File: config.mk
export PLATFORM = sky130hd
export DESIGN_NAME = hop_witness_hash_chain_top
export DESIGN_NICKNAME = d
export VERILOG_FILES = /design/src/rtl/hwhc_pkg.sv /design/src/rtl/hwhc_fnv_unit.sv /design/src/rtl/hop_witness_hash_chain_top.sv
export SDC_FILE = /design/constraint.sdc
export NUM_CORES = 1
export LEC_CHECK = 0
export BUFFER_PORTS_ARGS = -buffer_cell sky130_fd_sc_hd__buf_2
export CELL_PAD_IN_SITES_DETAIL_PLACEMENT = 0
export CELL_PAD_IN_SITES_GLOBAL_PLACEMENT = 2
export CORE_ASPECT_RATIO = 1.1
export CORE_MARGIN = 1.5
export CORE_UTILIZATION = 37
export CTS_CLUSTER_SIZE = 30
export DETAILED_ROUTE_END_ITERATION = 10
export PLACE_DENSITY_LB_ADDON = 0.1
export SYNTH_ARGS = -nofsm -noshare
export SYNTH_HDL_FRONTEND = slang
export SYNTH_SLANG_ARGS = --single-unit
File: constraint.sdc
create_clock -name clk -period 4.6 [get_ports clk]
set_input_delay 1.38 -clock clk [delete_from_list [all_inputs] [get_ports clk]]
set_output_delay 1.38 -clock clk [all_outputs]
set_load 0.005 [all_outputs]
File: src/rtl/hwhc_pkg.sv
// ----------------------------------------------------------------------------
// hwhc_pkg
// Shared constants for the hop witness hash chain: FNV-1a 32 constants,
// message length, status codes, config register indexes and parameter defaults.
// ----------------------------------------------------------------------------
package hwhc_pkg;

    // FNV-1a 32 constants
    localparam logic [31:0] FNV_BASIS = 32'h811c_9dc5;
    localparam logic [31:0] FNV_PRIME = 32'h0100_0193;

    // message per hop: witness(4) hop(4) carrier orient scope layer(2) inversion
    localparam int FNV_BYTES   = 14;
    localparam int MSG_W       = FNV_BYTES * 8;
    localparam int BYTE_CNT_W  = $clog2(FNV_BYTES);

    // parameter defaults
    localparam int MAX_HOPS_DEF      = 32;
    localparam int CARRIER_TOTAL_DEF = 8;

    // result status codes
    localparam logic [1:0] STATUS_OK      = 2'd0;
    localparam logic [1:0] STATUS_FULL    = 2'd1;
    localparam logic [1:0] STATUS_CARRIER = 2'd2;

    // configuration register indexes
    localparam logic [1:0] CFG_ROOT_WITNESS    = 2'd0;
    localparam logic [1:0] CFG_START_LAYER     = 2'd1;
    localparam logic [1:0] CFG_START_INVERSION = 2'd2;

endpackage

File: src/rtl/hwhc_fnv_unit.sv
// ----------------------------------------------------------------------------
// hwhc_fnv_unit
// Byte-serial FNV-1a 32 engine: the message sits in a shift register and
// one byte is folded into the hash per cycle, low byte first.
// ----------------------------------------------------------------------------
module hwhc_fnv_unit
(
    input  logic                      clk,
    input  logic                      rst_n,
    input  logic                      start,
    input  logic [hwhc_pkg::MSG_W-1:0] msg,
    output logic                      done,
    output logic [31:0]               hash
);

    localparam logic [hwhc_pkg::BYTE_CNT_W-1:0] LAST_BYTE =
        hwhc_pkg::BYTE_CNT_W'(hwhc_pkg::FNV_BYTES - 1);

    logic                               busy_reg;
    logic                               done_reg;
    logic [hwhc_pkg::BYTE_CNT_W-1:0]    cnt_reg;
    logic [hwhc_pkg::MSG_W-1:0]         msg_reg;
    logic [31:0]                        hash_reg;
    logic [31:0]                        hash_next;

    // one FNV-1a step on the current low byte
    always_comb
    begin
        hash_next = 32'((hash_reg ^ {24'd0, msg_reg[7:0]}) * hwhc_pkg::FNV_PRIME);
    end

    // control: busy until the last byte is counted, then a done pulse
    always_ff @(posedge clk or negedge rst_n)
    begin
        if (!rst_n)
        begin
            busy_reg <= 1'b0;
            done_reg <= 1'b0;
            cnt_reg  <= '0;
        end
        else
        begin
            done_reg <= 1'b0;
            if (start)
            begin
                busy_reg <= 1'b1;
                cnt_reg  <= '0;
            end
            else if (busy_reg)
            begin
                if (cnt_reg == LAST_BYTE)
                begin
                    busy_reg <= 1'b0;
                    done_reg <= 1'b1;
                end
                cnt_reg <= cnt_reg + 1'b1;
            end
        end
    end

    // datapath: message shifts down a byte per step
    always_ff @(posedge clk)
    begin
        if (start)
        begin
            hash_reg <= hwhc_pkg::FNV_BASIS;
            msg_reg  <= msg;
        end
        else if (busy_reg)
        begin
            hash_reg <= hash_next;
            msg_reg  <= {8'd0, msg_reg[hwhc_pkg::MSG_W-1:8]};
        end
    end

    assign done = done_reg;
    assign hash = hash_reg;

endmodule

File: src/rtl/hop_witness_hash_chain_top.sv
// ----------------------------------------------------------------------------
// hop_witness_hash_chain_top
// Chained FNV-1a 32 witness over routing hops with restart from config.
// ----------------------------------------------------------------------------
// An append that passes checks is hashed byte by byte in the serial FNV unit;
//   its hash is taken into the pending result and committed to the result beat.
// Restart and rejected appends go from accept straight to the done state.
// One item in flight: input stalls from accept until the result is committed,
//   and a commit waits while the output beat is stalled.
// Reset (rst_n, async low) clears chain witness, hop count, held layer and
//   inversion and the config registers; no clearing pass.
module hop_witness_hash_chain_top
#(
    parameter int MAX_HOPS      = hwhc_pkg::MAX_HOPS_DEF,
    parameter int CARRIER_TOTAL = hwhc_pkg::CARRIER_TOTAL_DEF
)
(
    input  logic               clk,
    input  logic               rst_n,
    // config write port
    input  logic               cfg_we,
    input  logic [1:0]         cfg_index,
    input  logic [31:0]        cfg_data,
    // input channel
    input  logic               in_valid,
    output logic               in_stall,
    input  logic               action,
    input  logic [31:0]        hop_id,
    input  logic [7:0]         carrier_sel,
    input  logic [7:0]         orient,
    input  logic [7:0]         scope_level,
    input  logic               clock_present,
    input  logic signed [15:0] clock_layer,
    input  logic [7:0]         clock_inversion,
    // output channel
    output logic               out_valid,
    input  logic               out_stall,
    output logic [1:0]         status,
    output logic [7:0]         entry_index,
    output logic [31:0]        witness_prev,
    output logic [31:0]        witness_next,
    output logic signed [15:0] used_layer,
    output logic [7:0]         used_inversion
);

    typedef enum logic [2:0]
    {
        S_IDLE = 3'b001,
        S_HASH = 3'b010,
        S_DONE = 3'b100
    } state_t;

    localparam logic [7:0] HOP_LIMIT     = 8'(MAX_HOPS);
    localparam logic [8:0] CARRIER_LIMIT = 9'(CARRIER_TOTAL);

    // config registers
    logic [31:0]        root_witness_reg;
    logic signed [15:0] start_layer_reg;
    logic [7:0]         start_inv_reg;

    // chain state
    logic [31:0]        chain_witness_reg;
    logic [7:0]         hop_total_reg;
    logic signed [15:0] held_layer_reg;
    logic [7:0]         held_inv_reg;

    // pending result
    state_t             state_reg;
    state_t             state_next;
    logic               pend_restart_reg;
    logic               pend_append_reg;
    logic [1:0]         pend_status_reg;
    logic [7:0]         pend_index_reg;
    logic [31:0]        pend_prev_reg;
    logic [31:0]        pend_next_reg;
    logic signed [15:0] pend_layer_reg;
    logic [7:0]         pend_inv_reg;

    // output registers
    logic               out_valid_reg;
    logic [1:0]         status_reg;
    logic [7:0]         entry_index_reg;
    logic [31:0]        witness_prev_reg;
    logic [31:0]        witness_next_reg;
    logic signed [15:0] used_layer_reg;
    logic [7:0]         used_inv_reg;

    logic               in_beat;
    logic               out_free;
    logic               commit;
    logic               chain_full;
    logic               carrier_bad;
    logic signed [15:0] sel_layer;
    logic [7:0]         sel_inv;
    logic               fnv_start;
    logic               fnv_done;
    logic [31:0]        fnv_hash;
    logic [hwhc_pkg::MSG_W-1:0] fnv_msg;

    assign in_stall = (state_reg != S_IDLE);
    assign in_beat  = in_valid && !in_stall;
    assign out_free = !out_valid_reg || !out_stall;
    assign commit   = (state_reg == S_DONE) && out_free;

    // item checks and layer/inversion selection
    assign chain_full  = (hop_total_reg >= HOP_LIMIT);
    assign carrier_bad = ({1'b0, carrier_sel} >= CARRIER_LIMIT);
    assign sel_layer   = clock_present ? clock_layer : held_layer_reg;
    assign sel_inv     = clock_present ? clock_inversion : held_inv_reg;
    assign fnv_start   = in_beat && !action && !chain_full && !carrier_bad;

    // message, low byte hashed first
    assign fnv_msg = {sel_inv, sel_layer, scope_level, orient, carrier_sel,
                      hop_id, chain_witness_reg};

    hwhc_fnv_unit u_fnv
    (
        .clk   (clk),
        .rst_n (rst_n),
        .start (fnv_start),
        .msg   (fnv_msg),
        .done  (fnv_done),
        .hash  (fnv_hash)
    );

    // sequencer
    always_comb
    begin
        state_next = state_reg;
        unique case (state_reg)
            S_IDLE:
            begin
                if (in_beat)
                begin
                    state_next = fnv_start ? S_HASH : S_DONE;
                end
            end
            S_HASH:
            begin
                if (fnv_done)
                begin
                    state_next = S_DONE;
                end
            end
            S_DONE:
            begin
                if (out_free)
                begin
                    state_next = S_IDLE;
                end
            end
            default:
            begin
                state_next = S_IDLE;
            end
        endcase
    end

    // control state, config and chain state
    always_ff @(posedge clk or negedge rst_n)
    begin
        if (!rst_n)
        begin
            state_reg         <= S_IDLE;
            out_valid_reg     <= 1'b0;
            pend_restart_reg  <= 1'b0;
            pend_append_reg   <= 1'b0;
            root_witness_reg  <= '0;
            start_layer_reg   <= '0;
            start_inv_reg     <= '0;
            chain_witness_reg <= '0;
            hop_total_reg     <= '0;
            held_layer_reg    <= '0;
            held_inv_reg      <= '0;
        end
        else
        begin
            state_reg <= state_next;

            // config writes; unknown indexes are ignored
            if (cfg_we)
            begin
                unique case (cfg_index)
                    hwhc_pkg::CFG_ROOT_WITNESS:    root_witness_reg <= cfg_data;
                    hwhc_pkg::CFG_START_LAYER:     start_layer_reg  <= cfg_data[15:0];
                    hwhc_pkg::CFG_START_INVERSION: start_inv_reg    <= cfg_data[7:0];
                    default:
                    begin
                    end
                endcase
            end

            if (in_beat)
            begin
                pend_restart_reg <= action;
                pend_append_reg  <= fnv_start;
            end

            // output beat handshake
            if (commit)
            begin
                out_valid_reg <= 1'b1;
            end
            else if (out_valid_reg && !out_stall)
            begin
                out_valid_reg <= 1'b0;
            end

            // chain advance on commit
            if (commit && pend_restart_reg)
            begin
                chain_witness_reg <= pend_next_reg;
                hop_total_reg     <= '0;
                held_layer_reg    <= pend_layer_reg;
                held_inv_reg      <= pend_inv_reg;
            end
            else if (commit && pend_append_reg)
            begin
                chain_witness_reg <= pend_next_reg;
                hop_total_reg     <= hop_total_reg + 1'b1;
                held_layer_reg    <= pend_layer_reg;
                held_inv_reg      <= pend_inv_reg;
            end
        end
    end

    // pending result capture
    always_ff @(posedge clk)
    begin
        if (in_beat)
        begin
            pend_prev_reg <= chain_witness_reg;
            if (action)
            begin
                pend_status_reg <= hwhc_pkg::STATUS_OK;
                pend_index_reg  <= '0;
                pend_next_reg   <= root_witness_reg;
                pend_layer_reg  <= start_layer_reg;
                pend_inv_reg    <= start_inv_reg;
            end
            else
            begin
                pend_index_reg <= hop_total_reg;
                pend_next_reg  <= chain_witness_reg;
                pend_layer_reg <= sel_layer;
                pend_inv_reg   <= sel_inv;
                if (chain_full)
                begin
                    pend_status_reg <= hwhc_pkg::STATUS_FULL;
                end
                else if (carrier_bad)
                begin
                    pend_status_reg <= hwhc_pkg::STATUS_CARRIER;
                end
                else
                begin
                    pend_status_reg <= hwhc_pkg::STATUS_OK;
                end
            end
        end
        else if ((state_reg == S_HASH) && fnv_done)
        begin
            pend_next_reg <= fnv_hash;
        end
    end

    // output payload registers
    always_ff @(posedge clk)
    begin
        if (commit)
        begin
            status_reg       <= pend_status_reg;
            entry_index_reg  <= pend_index_reg;
            witness_prev_reg <= pend_prev_reg;
            witness_next_reg <= pend_next_reg;
            used_layer_reg   <= pend_layer_reg;
            used_inv_reg     <= pend_inv_reg;
        end
    end

    assign out_valid      = out_valid_reg;
    assign status         = status_reg;
    assign entry_index    = entry_index_reg;
    assign witness_prev   = witness_prev_reg;
    assign witness_next   = witness_next_reg;
    assign used_layer     = used_layer_reg;
    assign used_inversion = used_inv_reg;

    // checks
    a_done_in_hash: assert property (@(posedge clk) disable iff (!rst_n)
        fnv_done |-> (state_reg == S_HASH))
        else $error("hash unit finished outside hash state");

    a_hop_bound: assert property (@(posedge clk) disable iff (!rst_n)
        hop_total_reg <= HOP_LIMIT)
        else $error("hop count beyond limit");

    a_out_from_done: assert property (@(posedge clk) disable iff (!rst_n)
        $rose(out_valid_reg) |-> $past(state_reg == S_DONE))
        else $error("result beat raised outside commit");

    a_reject_keeps_chain: assert property (@(posedge clk) disable iff (!rst_n)
        (out_valid_reg && (status_reg != hwhc_pkg::STATUS_OK))
            |-> (witness_prev_reg == witness_next_reg))
        else $error("rejected hop changed the witness");

endmodule
# == Word-level counts from Yosys, hierarchy flattened ==
# Index checks and enable logic that the tools add are counted.
# classes
add_sub_neg,2
multipliers,1
n_lt_le_gt_ge,2
n_eq_ne,10
mux,34
bitwise,1
reduce_logical,26
# ops
operator,count
2-to-1 mux 112 bit,2
2-to-1 mux 32 bit,5
2-to-1 mux 16 bit,4
2-to-1 mux 8 bit,6
multiplier 32 x 25 -> 32 bit (second input constant),1
bitwise XOR 32 x 8 -> 32 bit,1
2-to-1 mux 3 bit,4
logical AND 1 bit,9
2-to-1 mux 1 bit,9
one-hot mux 3 bit (3 select lines),1
adder 8 x 1 -> 8 bit (second input constant),1
>= comparator 8 x 4 -> 1 bit (second input constant),1
>= comparator 8 x 6 -> 1 bit (second input constant),1
2-to-1 mux 4 bit,2
nonzero test 2 bit,4
zero test 1 bit,6
AND reduction 2 bit,3
adder 4 x 1 -> 4 bit (second input constant),1
equality test 4 bit (second input constant),1
inequality test 2 bit (second input constant),2
equality test 3 x 1 -> 1 bit (second input constant),1
equality test 3 x 2 -> 1 bit (second input constant),1
equality test 3 bit (second input constant),1
inequality test 3 x 1 -> 1 bit (second input constant),1
other kinds (8),8
# totals
register_bits,472
out_inout_bits,100

# == Longest topological paths before layout ==
# logic_depth
depth_word,9
depth_mapped,20

# == Cells and area by module ==
# From an unflattened synthesis, not the netlist that was laid out.
# hier_totals
cells_unflattened,1688
hier_area_um2,23996.8
# modules_own_cells
mod,instances,cells_each,area_each_um2,seq_area_each_um2
hop_witness_hash_chain_top,1,689,12239.2,9039.9
hwhc_fnv_unit,1,999,11757.5,4154.0

# == Worst setup path after synthesis ==
# OpenSTA, ideal clock, no wires.
# synth_path
kind,input port to flip-flop
start,in carrier_sel[5]
end,reg u_fnv.msg_reg[0] (netlist bit) (enable)
arrival_time_ns,4.696
path_slack_ns,-0.562
stages,6
cell_sequence,or4_1 -> nor2_2 -> and3_1 -> clkbuf_1 -> nor2_1 -> inv_1
# synth_via
elab_chain_len,4
# synth_rtl
item,line_no,source
start: declaration,hop_witness_hash_chain_top.sv:29,"input logic [7:0] carrier_sel,"
>= comparator 8 x 4 -> 1 bit,hop_witness_hash_chain_top.sv:107,"assign carrier_bad = ({1'b0, carrier_sel} >= CARRIER_LIMIT);"
zero test 1 bit,hop_witness_hash_chain_top.sv:110,assign fnv_start = in_beat && !action && !chain_full && !carrier_bad;
logical AND 1 bit,hop_witness_hash_chain_top.sv:110,
nonzero test 2 bit (no line),n/a,
end signal: assignment,hwhc_fnv_unit.sv:67,msg_reg <= msg;
end signal: assignment,hwhc_fnv_unit.sv:72,"msg_reg <= {8'd0, msg_reg[hwhc_pkg::MSG_W-1:8]};"
end: declaration,hwhc_fnv_unit.sv:22,logic [hwhc_pkg::MSG_W-1:0] msg_reg;
# Every way passes these cells.
# A chain may end at the register's enable or synchronous reset.

# == Worst setup path after layout ==
# layout_path
start,reg u_fnv.msg_reg[5] (netlist bit)
end,reg u_fnv.hash_reg[30] (netlist: u_fnv.hash[30])
# layout_via
elab_chain_len,2
# layout_rtl
item,line_no,source
bitwise XOR 32 x 8 -> 32 bit,hwhc_fnv_unit.sv:29,"hash_next = 32'((hash_reg ^ {24'd0, msg_reg[7:0]}) * hwhc_pkg::FNV_PRIME);"
multiplier 32 x 25 -> 32 bit,hwhc_fnv_unit.sv:29,
end signal: assignment,hwhc_fnv_unit.sv:66,hash_reg <= hwhc_pkg::FNV_BASIS;
end signal: assignment,hwhc_fnv_unit.sv:71,hash_reg <= hash_next;
end: declaration,hwhc_fnv_unit.sv:23,logic [31:0] hash_reg;
# Every way passes these cells.

==> flow_summary.yaml <==
drt:
  antenna_left: 0
  dr.pass1.iters: 4
  route.met2.wl_mm: 31.9
  wl_per_cell_um: 20.4
  viasPerCell: 4.80
  top_layer: "met5"
  wl_met3_mm: 1.98
  drt_iter0_drc: 624
  wl_mm: 64.3
  vias: 15100
  drc: 0
  routedLengthMet1_mm: 29.1
sta:
  hold_viol: 0
  maxSlewViolCount: 0
  worstMarginPinSlew_ns: 1.14
  clock.fmax_ghz: 0.197
  period_minus_slack_ns: 5.08
  slew_headroom_pct: 23.5
  period_share_pct: 110
  fin_setup_tns_ns: -5.57
  finalWorstSetupSlack_ns: -0.481
  rsz0062_at_grt: "yes"
  finalSetupViolCount: 18
  clock_skew_ns: 0.0194
critical_path:
  timing.critical_path.slowest_cell_delay_ns: 0.50
  cp_common_cell: "fa_1"
  worstSetupPathType: "reg -> reg"
  arrival_ns: 5.61
  critPathBufInv: 3
  cp-start-kind: "flop"
  crit_path_max_fanout: 4
  worstPathCellList: "xor2_1, ha_1, ha_4, fa_1, ha_2, fa_1, ha_1, inv_1, fa_1, inv_2, ha_4, a21oi_4, o2111ai_4, a211oi_4, buf_4, o311ai_4, a21o_1, or3_1, nand3_1"
  end_kind: "flop"
  cp_top_family: "adder cells"
  critical_path_required_ns: 5.13
  cpMaxStageDelayCell: "fa_1"
logic_synthesis:
  syn_avg_cell_area_um2: 12.6
  synthAdderAreaFrac_pct: 16.1
  synth_top_family_by_area: "adder cells"
  syn_nets: 2273
  netlist_area_um2: 23800
  synthMuxAreaShare_pct: 9.17
  ys_top_cells_by_area: "edfxtp_1 39%, dfrtp_1 14%, ha_1 9.9%"
  netlist.top_cell.by_area: "edfxtp_1"
  synth_cells: 1890
  synth_compound_area_share_pct: 4.65
  synth-main-ff-cell: "edfxtp_1"
  synth_xor_area_share_pct: 2.10
  yosys_warnings: 0
  yosysSeqAreaShare_pct: 55.4
  ys_seq_elements: 472
  synth-simple-area-share_pct: 8.15
  synth_edf_count: 308
  synth-async-reset-ratio_pct: 28.0
  synth_top_cell_area_share_pct: 38.8
  yosysUniqueCellTypes: 64
run_status:
  violations: "negative setup slack"
  status: "finished, violations left"
cts:
  numCtsBuffers: 51
  cts-root-buf: "clkbuf_16"
  clk_pin_slew_worst_paths_ns: 0.06
  cts.sinks: 472
  clock_path_buffers: 3
  cts_tree: "built"
  htreeDepth: 2
  insertion_delay_ns: 0.59
die:
  die_w_um: 245
  fp-row-count: 97
  dieArea_um2: 65900
  start_util_pct: 37.4
  chipHeight_um: 269
  pin_count: 221
  core_area_um2: 63700
layout:
  area_growth_pct: 23.3
  largest_register_ffs: 112
  drive_above_1_share_pct: 29.3
  fin_area_um2: 29400
  n_antenna_cell: 0
  nets: 2647
global_routing:
  grt_max_degree: 103
  grt_pass1_vias: 15900
  antenna_found_initial: 3
  grt_overflow: 0
  grt_pass1_wl_mm: 96.5
  grt_util_all_layers_pct: 19.6
flow_run:
  drv_cap: 0
placed_design:
  io_buffers: 220
  gp_congestion: 0.821
  hpwlAfterDp_mm: 46.2
  dpl-instance-area_um2: 27100
worst_hold_path:
  hold_path_class: "reg -> reg"
stage by stage:
step / hold WS, ns / util [%] / cells / setup WS (ns)
floorplan: 0.400 / - / 1890 / -0.132
global placement: 0.402 / 42.5 / 3029 / -0.713
detailed placement: 0.405 / 42.5 / 3029 / -0.721
CTS: 0.414 / 45.8 / 3141 / -0.477
global route: 0.413 / 46.1 / 3147 / -0.631
finish: 0.412 / 46.1 / 3147 / -0.481
metal layers:
| metal | vias to the layer above | global-route usage, % |
|---|---|---|
| met2 | 231 | 34.1 |
| met4 | 2 | 5.16 |
| met1 | 7559 | 25.8 |
| met3 | 78 | 2.50 |
| met5 | - | 0 |
| li1 | 7223 | - |
cells by family after synthesis:
| logic type | after synthesis |
|---|---|
| flops | 472 |
| simple gates | 458 |
| buf+inv | 267 |
| fa+ha+maj | 262 |
| mux | 202 |
| compound gates | 172 |
| xor+xnor | 57 |
final timing paths:
path | startpoint | endpoint | slack [ns] | depth (start not counted)
worst max-delay path | u_fnv.msg_reg[5] | u_fnv.hash[30] | -0.48 | 19
worst min-delay path | pend_prev_reg[0] | witness_prev[0] | 0.41 | 0
worst max register to register | u_fnv.msg_reg[5] | u_fnv.hash[30] | -0.48 | 19
worst min register to register | pend_prev_reg[0] | witness_prev[0] | 0.41 | 0
max in group asynchronous | rst_n | root_witness_reg[2] | 3.05 | 2
min in group asynchronous | rst_n | root_witness_reg[17] | 0.71 | 1
cells in the mapped netlist, types with 9 or more instances:
cell      number
mux2_2        89
nand2_1      295
inv_1        202
nand3_1       20
nor2b_1       15
edfxtp_1     308
buf_1          9
mux2_1        40
dfrtp_1      131
fa_1          74
o21ai_0       38
buf_2         11
mux2i_1       73
dfxtp_1       32
nor2_1        78
nor3_1         9
o211ai_1       9
ha_1         188
clkbuf_1      35
xor2_1        32
xnor2_1       25
a21oi_1       59
a21o_1        12
repair_timing:
| action | CTS | global route |
|---|---|---|
| buffers inserted | 19 | 9 |
| gates resized for setup | 78 | 31 |
| hold buffers | 0 | 0 |
| setup endpoints to repair | 20 | 20 |
| pin swaps | 50 | 54 |
final cells by class:
cell class	instances	area (µm²)
fill	5928	34400
sequential	472	13200
multi-input combinational	1151	10300
timing repair buffer	385	2430
clock buffer	72	1390
tap	841	1050
inverter	203	766
clock inverter	23	200
placed cells by master, fill, tap and decap left out, drive strengths merged, types with 16 or more instances in the layout:
cell type  netlist  layout
buf             29     385
edfxtp         308     308
nand2          295     295
inv            202     206
ha             188     188
dfrtp          131     131
mux2           129     129
nor2            79      79
fa              74      74
mux2i           73      73
clkbuf          35      72
a21oi           65      65
o21ai           43      43
xor2            32      32
dfxtp           32      32
xnor2           25      25
nand3           21      21
clkinv           1      16
Power is not shown: default switching activity piles up to over one toggle a cycle in this logic, so the estimate is an artifact.
